==> config.mk <==
export PLATFORM = sky130hd
export DESIGN_NAME = xdr_string_array_deframer_top
export DESIGN_NICKNAME = d
export VERILOG_FILES = /design/src/rtl/xsad_pkg.sv /design/src/rtl/xsad_res_fifo.sv /design/src/rtl/xdr_string_array_deframer_top.sv
export SDC_FILE = /design/constraint.sdc
export NUM_CORES = 2
export LEC_CHECK = 0
export BUFFER_PORTS_ARGS = -buffer_cell sky130_fd_sc_hd__buf_2
export CAP_MARGIN = 20
export CORE_AREA = 2 2 238 287
export DETAILED_ROUTE_END_ITERATION = 12
export DIE_AREA = 0 0 240 289
export PLACE_DENSITY = 0.73
export SLEW_MARGIN = 30
export SYNTH_ARGS = -nofsm -noshare
export SYNTH_HDL_FRONTEND = slang
export SYNTH_SLANG_ARGS = --single-unit
==> constraint.sdc <==
create_clock -name clk_i -period 21.7 [get_ports clk_i]
set_input_delay 1.085 -clock clk_i [delete_from_list [all_inputs] [get_ports clk_i]]
set_output_delay 1.085 -clock clk_i [all_outputs]
set_load 0.05 [all_outputs]
==> src/rtl/xsad_pkg.sv <==
`timescale 1ns / 1ps
`default_nettype none

package xsad_pkg;

  localparam int unsigned ResDepth = 4;
  localparam int unsigned ResPtrW  = $clog2(ResDepth);
  localparam int unsigned ResCntW  = $clog2(ResDepth + 1);

  localparam logic [1:0] KIND_BYTE   = 2'd0;
  localparam logic [1:0] KIND_EMPTY  = 2'd1;
  localparam logic [1:0] KIND_STATUS = 2'd2;

  localparam logic [1:0] ST_COMPLETE  = 2'd0;
  localparam logic [1:0] ST_EXHAUSTED = 2'd1;
  localparam logic [1:0] ST_OVER_REM  = 2'd2;
  localparam logic [1:0] ST_OVER_MAX  = 2'd3;

  localparam logic [1:0] REG_START  = 2'd0;
  localparam logic [1:0] REG_LENGTH = 2'd1;
  localparam logic [1:0] REG_MAXLEN = 2'd2;
  localparam logic [1:0] REG_COUNT  = 2'd3;

  typedef struct packed {
    logic [1:0]  kind;
    logic [23:0] idx;
    logic [7:0]  data;
    logic        send;
    logic [1:0]  status;
    logic [32:0] pos;
  } res_t;

endpackage

`default_nettype wire

==> src/rtl/xsad_res_fifo.sv <==
`timescale 1ns / 1ps
`default_nettype none

module xsad_res_fifo (
  input  wire logic          clk_i,
  input  wire logic          rst_ni,
  input  wire logic [1:0]    push_n_i,
  input  wire xsad_pkg::res_t push0_i,
  input  wire xsad_pkg::res_t push1_i,
  input  wire logic          pop_i,
  output xsad_pkg::res_t     head_o,
  output logic               valid_o,
  output logic [xsad_pkg::ResCntW-1:0] count_o
);
  import xsad_pkg::*;

  res_t                mem_q [ResDepth];
  logic [ResPtrW-1:0]  wp_q, rp_q, wp1;
  logic [ResCntW-1:0]  cnt_q;
  logic                pop;

  assign pop     = pop_i && (cnt_q != '0);
  assign wp1     = wp_q + ResPtrW'(1);
  assign head_o  = mem_q[rp_q];
  assign valid_o = (cnt_q != '0);
  assign count_o = cnt_q;

  always_ff @(posedge clk_i) begin
    if (push_n_i != 2'd0) begin
      mem_q[wp_q] <= push0_i;
    end
    if (push_n_i == 2'd2) begin
      mem_q[wp1] <= push1_i;
    end
  end

  always_ff @(posedge clk_i or negedge rst_ni) begin
    if (!rst_ni) begin
      wp_q  <= '0;
      rp_q  <= '0;
      cnt_q <= '0;
    end else begin
      wp_q  <= wp_q + ResPtrW'(push_n_i);
      if (pop) begin
        rp_q <= rp_q + ResPtrW'(1);
      end
      cnt_q <= cnt_q + ResCntW'(push_n_i) - ResCntW'(pop);
    end
  end

  a_cnt_bound: assert property (@(posedge clk_i) disable iff (!rst_ni)
    cnt_q <= ResCntW'(ResDepth))
    else $error("result queue overflow");

  a_cnt_step: assert property (@(posedge clk_i) disable iff (!rst_ni)
    (push_n_i == 2'd0 && !pop_i) |=> $stable(cnt_q))
    else $error("result queue count moved without push or pop");

endmodule

`default_nettype wire

==> src/rtl/xdr_string_array_deframer_top.sv <==
// Throughput: one request per cycle while each request yields at most one result, the
// output is not stalled and the result queue holds no more than two entries; requests
// yielding two results drain at one result per cycle through a 4-entry queue.
// Request input is held in one register; decode state advances when it leaves it.
// Reset: asynchronous, active low; decoder idle, registers at their defaults
// (max_string_len all ones, others zero), result queue empty.
`timescale 1ns / 1ps
`default_nettype none

module xdr_string_array_deframer_top (
  input  wire logic        clk_i,
  input  wire logic        rst_ni,
  input  wire logic        in_valid_i,
  output logic             in_stall_o,
  input  wire logic        req_type_i,
  input  wire logic [7:0]  data_byte_i,
  output logic             out_valid_o,
  input  wire logic        out_stall_i,
  output logic [1:0]       out_kind_o,
  output logic [23:0]      string_index_o,
  output logic [7:0]       out_byte_o,
  output logic             string_end_o,
  output logic [1:0]       status_o,
  output logic [32:0]      end_position_o,
  input  wire logic        cfg_valid_i,
  output logic             cfg_ready_o,
  input  wire logic [1:0]  cfg_index_i,
  input  wire logic [31:0] cfg_data_i
);
  import xsad_pkg::*;

  typedef enum logic [2:0] {
    PH_IDLE,
    PH_HEADER,
    PH_PAYLOAD,
    PH_PAD,
    PH_DONE
  } phase_e;

  logic [31:0] start_q, region_q, maxlen_q;
  logic [23:0] count_q;

  logic        v_q, v_d;
  logic        req_q;
  logic [7:0]  byte_q;
  logic        proc, in_acc;

  phase_e      ph_q, ph_d;
  logic [31:0] hs_q, hs_d;
  logic [1:0]  hbs_q, hbs_d;
  logic [31:0] pl_q, pl_d;
  logic [1:0]  pad_q, pad_d;
  logic [32:0] bc_q, bc_d;
  logic [23:0] sd_q, sd_d;

  res_t                res_d [2];
  logic [1:0]          n_d;
  res_t                head;
  logic [ResCntW-1:0]  q_cnt;

  function automatic res_t mk_status(logic [1:0] st, logic [23:0] idx, logic [31:0] start,
                                     logic [32:0] bc);
    res_t r;
    r        = '0;
    r.kind   = KIND_STATUS;
    r.idx    = idx;
    r.status = st;
    r.pos    = (st == ST_COMPLETE) ? ({1'b0, start} + bc) : 33'd0;
    return r;
  endfunction

  assign cfg_ready_o = 1'b1;

  always_ff @(posedge clk_i or negedge rst_ni) begin
    if (!rst_ni) begin
      start_q  <= '0;
      region_q <= '0;
      maxlen_q <= '1;
      count_q  <= '0;
    end else if (cfg_valid_i && cfg_ready_o) begin
      case (cfg_index_i)
        REG_START:  start_q  <= cfg_data_i;
        REG_LENGTH: region_q <= cfg_data_i;
        REG_MAXLEN: maxlen_q <= cfg_data_i;
        REG_COUNT:  count_q  <= cfg_data_i[23:0];
        default:    start_q  <= start_q;
      endcase
    end
  end

  assign proc       = v_q && (q_cnt <= ResCntW'(ResDepth - 2));
  assign in_stall_o = v_q && !proc;
  assign in_acc     = in_valid_i && !in_stall_o;
  assign v_d        = in_acc ? 1'b1 : (proc ? 1'b0 : v_q);

  always_ff @(posedge clk_i) begin
    if (in_acc) begin
      req_q  <= req_type_i;
      byte_q <= data_byte_i;
    end
  end

  always_comb begin
    logic [32:0] bc_v;
    logic [32:0] rem_v;
    logic [23:0] sd_v;
    logic [31:0] e_v;
    logic [1:0]  p_v;
    logic        ap;
    logic        fin;
    logic        hdr;
    res_t        r;

    ph_d  = ph_q;
    hs_d  = hs_q;
    hbs_d = hbs_q;
    pl_d  = pl_q;
    pad_d = pad_q;
    bc_v  = bc_q;
    rem_v = '0;
    sd_v  = sd_q;
    e_v   = '0;
    p_v   = pad_q;
    ap    = 1'b0;
    fin   = 1'b0;
    hdr   = 1'b0;
    r     = '0;
    n_d   = 2'd0;
    res_d[0] = '0;
    res_d[1] = '0;

    if (proc) begin
      if (req_q) begin
        hs_d  = '0;
        hbs_d = '0;
        pl_d  = '0;
        pad_d = '0;
        bc_v  = '0;
        sd_v  = '0;
        hdr   = 1'b1;
      end else begin
        case (ph_q)
          PH_HEADER: begin
            hs_d = {hs_q[23:0], byte_q};
            bc_v = bc_q + 33'd1;
            if (hbs_q != 2'd3) begin
              hbs_d = hbs_q + 2'd1;
            end else begin
              hbs_d = '0;
              e_v   = hs_d;
              rem_v = (bc_v > {1'b0, region_q}) ? 33'd0 : ({1'b0, region_q} - bc_v);
              if ({1'b0, e_v} > rem_v) begin
                res_d[0] = mk_status(ST_OVER_REM, sd_v, start_q, bc_v);
                n_d      = 2'd1;
                ph_d     = PH_DONE;
              end else if (e_v > maxlen_q) begin
                res_d[0] = mk_status(ST_OVER_MAX, sd_v, start_q, bc_v);
                n_d      = 2'd1;
                ph_d     = PH_DONE;
              end else if (e_v == 32'd0) begin
                pad_d    = '0;
                r.kind   = KIND_EMPTY;
                r.idx    = sd_v;
                res_d[0] = r;
                n_d      = 2'd1;
                p_v      = 2'd0;
                ap       = 1'b1;
              end else begin
                pl_d  = e_v;
                pad_d = 2'(~e_v[1:0] + 2'd1);
                ph_d  = PH_PAYLOAD;
              end
            end
          end
          PH_PAYLOAD: begin
            bc_v     = bc_q + 33'd1;
            pl_d     = pl_q - 32'd1;
            r.kind   = KIND_BYTE;
            r.idx    = sd_v;
            r.data   = byte_q;
            r.send   = (pl_q == 32'd1);
            res_d[0] = r;
            n_d      = 2'd1;
            if (pl_q == 32'd1) begin
              p_v = pad_q;
              ap  = 1'b1;
            end
          end
          PH_PAD: begin
            bc_v  = bc_q + 33'd1;
            pad_d = pad_q - 2'd1;
            if (pad_q == 2'd1) begin
              fin = 1'b1;
            end
          end
          default: begin
            ph_d = ph_q;
          end
        endcase
      end

      if (ap) begin
        rem_v = (bc_v > {1'b0, region_q}) ? 33'd0 : ({1'b0, region_q} - bc_v);
        if (p_v == 2'd0) begin
          fin = 1'b1;
        end else if ({31'd0, p_v} <= rem_v) begin
          ph_d = PH_PAD;
        end else begin
          bc_v  = bc_v + {31'd0, p_v};
          pad_d = '0;
          fin   = 1'b1;
        end
      end

      if (fin) begin
        sd_v = sd_v + 24'd1;
        hdr  = 1'b1;
      end

      if (hdr) begin
        if (sd_v >= count_q) begin
          res_d[n_d[0]] = mk_status(ST_COMPLETE, sd_v, start_q, bc_v);
          n_d           = n_d + 2'd1;
          ph_d          = PH_DONE;
        end else if ((bc_v + 33'd4) > {1'b0, region_q}) begin
          res_d[n_d[0]] = mk_status(ST_EXHAUSTED, sd_v, start_q, bc_v);
          n_d           = n_d + 2'd1;
          ph_d          = PH_DONE;
        end else begin
          ph_d  = PH_HEADER;
          hs_d  = '0;
          hbs_d = '0;
        end
      end
    end

    bc_d = bc_v;
    sd_d = sd_v;
  end

  always_ff @(posedge clk_i or negedge rst_ni) begin
    if (!rst_ni) begin
      v_q   <= 1'b0;
      ph_q  <= PH_IDLE;
      hs_q  <= '0;
      hbs_q <= '0;
      pl_q  <= '0;
      pad_q <= '0;
      bc_q  <= '0;
      sd_q  <= '0;
    end else begin
      v_q   <= v_d;
      ph_q  <= ph_d;
      hs_q  <= hs_d;
      hbs_q <= hbs_d;
      pl_q  <= pl_d;
      pad_q <= pad_d;
      bc_q  <= bc_d;
      sd_q  <= sd_d;
    end
  end

  xsad_res_fifo u_res_fifo (
    .clk_i    (clk_i),
    .rst_ni   (rst_ni),
    .push_n_i (n_d),
    .push0_i  (res_d[0]),
    .push1_i  (res_d[1]),
    .pop_i    (out_valid_o && !out_stall_i),
    .head_o   (head),
    .valid_o  (out_valid_o),
    .count_o  (q_cnt)
  );

  assign out_kind_o     = head.kind;
  assign string_index_o = head.idx;
  assign out_byte_o     = head.data;
  assign string_end_o   = head.send;
  assign status_o       = head.status;
  assign end_position_o = head.pos;

  a_start_leaves_idle: assert property (@(posedge clk_i) disable iff (!rst_ni)
    (proc && req_q) |=> (ph_q == PH_HEADER || ph_q == PH_DONE))
    else $error("start request did not begin decoding");

  a_payload_nonzero: assert property (@(posedge clk_i) disable iff (!rst_ni)
    (ph_q == PH_PAYLOAD) |-> (pl_q != 32'd0))
    else $error("payload phase with no bytes left");

  a_pad_nonzero: assert property (@(posedge clk_i) disable iff (!rst_ni)
    (ph_q == PH_PAD) |-> (pad_q != 2'd0))
    else $error("pad phase with no padding left");

  a_hdr_count_clear: assert property (@(posedge clk_i) disable iff (!rst_ni)
    (ph_q != PH_HEADER) |-> (hbs_q == 2'd0))
    else $error("header byte count left set outside header phase");

endmodule

`default_nettype wire
==> metrics.md <==
| Metric | Value |
|---|---|
| Max_cap viols | `0` |
| Met1 usage | `a little over two fifths` |
| Worst vdd ir | `~0.000074 V` |
| First-pass DRT Iterations | `6` |
| Hold buffer count at cts | `0` |
| CTS resizes | `0` |
| H-tree levels | `2` |
| Worst hold path type | `in -> async` |
| Die height | `289 um` |
| Outcome | `complete, no violations` |
| Met3 Use GR | `under 10%` |
| Grt peak-use layer | `met2` |
| Non-Filler Instances | `4699` |
| Grt met2 use | `about 53%` |
| Gate power share | `between 40% and 50%` |
| Vias in the first global route | `28808` |
| DRT antenna net count | `0` |
| Sink Count | `537` |
| Leak | `15.9 nW` |
| Synth Area in Simple Gates | `17.2%` |
| Final count of hold timing violations | `0` |
| Post-synth top area share | `23.8%` |
| Worst-path clk slew | `0.06 ns` |
| GRT Resource Usage Total | `33.1%` |
| Netlist cell types | `105` |
| First-pass GRT wire length | `174 mm` |
| Post-DR vias/cell | `6.49` |
| Area share of fa/ha/maj cells after synthesis | `a little over 8%` |
| CTS tree | `built` |
| CTS Buf Count | `53` |
| Final Cell Area | `39700 sq um` |
| Worst Path Required | `21.95 ns` |
| Least-Margin Pin Slew | `0.906 ns` |
| I/O Buffers | `119` |
| Post-CTS setup buffers | `0` |
| EDFF count, synth | `289` |
| RSZ-0062 raised after global routing | `no` |
| Die Span X | `240 um` |
| Internal power | `0.00239 W` |
| Post-synthesis sequential area ratio | `41.0%` |
| # DRC | `0` |
| Largest net degree at the start of global routing | `88` |
| Asr flop ratio synth | `46.2%` |
| IO Count | `between 100 and 150` |
| Cells after Synth | `around 3700` |
| Arr. time, crit path | `17.39 ns` |
| Post-synthesis compound-gate area fraction | `15.7%` |
| WL/cell | `24.6 um` |
| Setup crit end kind | `register` |
| Syn_area_per_cell | `9.74 sq um` |
| Post-Route Setup TNS | `0 ns` |
| Slowest cell on crit path | `or4b_2` |
| Placed cells | `4591` |
| WS Path Type | `reg -> reg` |
| Count of final setup violators | `0` |
| Die ar. | `69400 sq um` |
| Fraction of synthesized area in multiplexers | `about 8.5%` |
| Fraction of layout cells with a size suffix above 1 | `between 10% and 20%` |
| Critical Path Max Stage Delay | `0.71 ns` |
| Slew headroom | `39.2%` |
| WL final | `115 mm` |
| Xor/xnor share of the synthesized area | `4.81%` |
| Starting density of the core | `between 50% and 60%` |
| Synth Cell Area | `36400 sq um` |
| Final period util | `approximately 79%` |
| Final Wtd Congestion | `a little over 1` |
| Net Sw Frac | `42.7%` |
| Dpl ws | `5.06 ns` |
| Critical path peak fanout | `42` |
| Setup WS post-layout | `4.56 ns` |
| PD cells | `between 100 and 150 nW/um^2` |
| Fmax | `slightly below 60 MHz` |
| Maximum clock insertion buffer count | `3` |
| Grt ovf | `0` |
| Synth top area cells | `edfxtp_1 (24%), dfrtp_1 (15%), ha_1 (8.0%)` |
| Hpwl dp | `82.5 mm` |
| Crit start category | `register` |
| Max Slew Vio Count | `0` |
| Ys flop type | `edfxtp_1` |
| Final core occ | `about 60%` |
| Initial antenna violation count | `6` |
| Yosys top cell by area | `edfxtp_1` |
| DRT iter0 DRCs | `3188` |
| Largest family of logic cells by synthesized area | `simple AND/OR/NAND/NOR gates` |
| Placed Area | `37700 sq um` |
| Core Rows | `104` |
| Synth Warn # | `0` |
| Syn nets | `4024` |
| Core region area | `66600 sq um` |
| Clock network fraction of total power | `23.9%` |
| Worst-Skew Late Latency | `0.65 ns` |
| Final min period | `17.14 ns` |
| Final nets | `4031` |
| Root buf cell | `clkbuf_16` |
| Yosys reg bits | `537` |
| Sw Pwr | `0.00178 W` |
| Final Skew | `0.0365 ns` |
| Layout area overhead | `8.86%` |
| Via count | `about 31000` |
| Sequential fraction of design power | `34.1%` |
==> worst max-delay path: cells and delay by family, from the launching register on <==
kind                     cells  cell delay (ns)
flip-flops                   1             0.47
buffers and inverters        6             1.64
AND/OR/NAND/NOR             14             4.87
XOR/XNOR                     2             0.34
adder cells (fa/ha/maj)      6             1.75
AO/OA/AOI/OAI               37             7.56
==> power by group through the flow <==
stage                     combinational, W  sequential [W]  clock (W)
after detailed placement           0.00173         0.00144          0
after global routing               0.00190         0.00144    0.00104
after global placement             0.00171         0.00143          0
after CTS                          0.00173         0.00142    0.00101
final                              0.00175         0.00143    0.00100
after floorplan                    0.00135         0.00131          0
==> flip-flops by register name, summed over array words and instances, names as in the netlist, 32 cells and up <==
signal	cells
u_res_fifo.mem_q	280
bc_q	33
maxlen_q	32
pl_q	32
region_q	32
start_q	32
==> cell families after synthesis <==
family,Yosys count
and+or+nand+nor,1288
buffers and inverters,412
AOI/OAI and AO/OA,856
DFF,537
adders and majority gates,238
muxes,206
other,1
xor gates and xnor gates,200
==> through the flow <==
step / total power [W] / hold slack (ns)
finish: 0.00418 / 0.397
global route: 0.00439 / 0.431
CTS: 0.00416 / 0.419
detailed placement: 0.00316 / 0.493
global placement: 0.00314 / 0.485
floorplan: 0.00267 / 0.460
==> layout by cell type (no fill, tap or decap), drive strengths merged, types with 17 or more instances in the layout <==
cell	synthesis	layout
o211ai	29	29
nand3	117	117
o31ai	17	17
dfrtp	216	216
inv	197	200
xnor2	134	134
or2	21	21
a21o	87	87
a22o	27	27
nor4	47	47
buf	55	167
edfxtp	289	289
a211oi	27	27
a311oi	19	19
nand4	87	87
and3	32	32
nor2b	37	37
mux2	121	121
a21oi	206	206
nand2	328	328
nor2	377	377
clkinv	0	22
nand2b	30	30
or3	31	31
clkbuf	160	64
mux4	70	70
a31oi	53	53
xor2	66	66
dfstp	32	32
o21ai	188	188
ha	233	233
nor3	96	96
o21a	27	27
a2111oi	18	18
a32oi	31	31
and2	27	27
o22ai	18	18
==> per-layer routing <==
layer,share of wire [%],vias to the layer above,wire length [um]
met5,0.0087,-,10
met4,6.1,2,7080
met3,8.8,340,10200
met2,46,1507,53400
met1,39,14831,44900
li1,-,13835,-
==> layout make-up <==
cell class / instances / area [sq um]
inverters: 197 / 739
multi-input cells: 2789 / 20000
repair buffers: 167 / 973
well taps: 901 / 1130
diodes: 8 / 20.0
clock buffers: 64 / 1410
flip-flops and latches: 537 / 14900
clock inverters: 36 / 468
fillers: 5687 / 27000
==> cell usage after synthesis (all sizes together) (96+ instances only) <==
| cell type | count |
|---|---|
| nor2 | 377 |
| nand2 | 328 |
| edfxtp | 289 |
| ha | 233 |
| dfrtp | 216 |
| a21oi | 206 |
| inv | 197 |
| o21ai | 188 |
| clkbuf | 160 |
| xnor2 | 134 |
| mux2 | 121 |
| nand3 | 117 |
| nor3 | 96 |
==> final timing paths <==
| kind | from | end | slack (ns) | depth (start not counted) |
|---|---|---|---|---|
| max | bc_q[0]$_DFFE_PN0P_ | u_res_fifo.mem_q[2][8]$_DFFE_PP_ | 4.56 | 65 |
| min | rst_ni | pl_q[17]$_DFFE_PN0P_ | 0.40 | 1 |
| min reg2reg | count_q[2]$_DFFE_PN0P_ | count_q[2]$_DFFE_PN0P_ | 0.51 | 1 |
| min in group clk_i | count_q[2]$_DFFE_PN0P_ | count_q[2]$_DFFE_PN0P_ | 0.51 | 1 |
| max in group asynchronous | rst_ni | sd_q[22]$_DFFE_PN0P_ | 19.22 | 3 |
| max reg2reg | bc_q[0]$_DFFE_PN0P_ | u_res_fifo.mem_q[2][8]$_DFFE_PP_ | 4.56 | 65 |
Power figures use the tool's default switching activity.
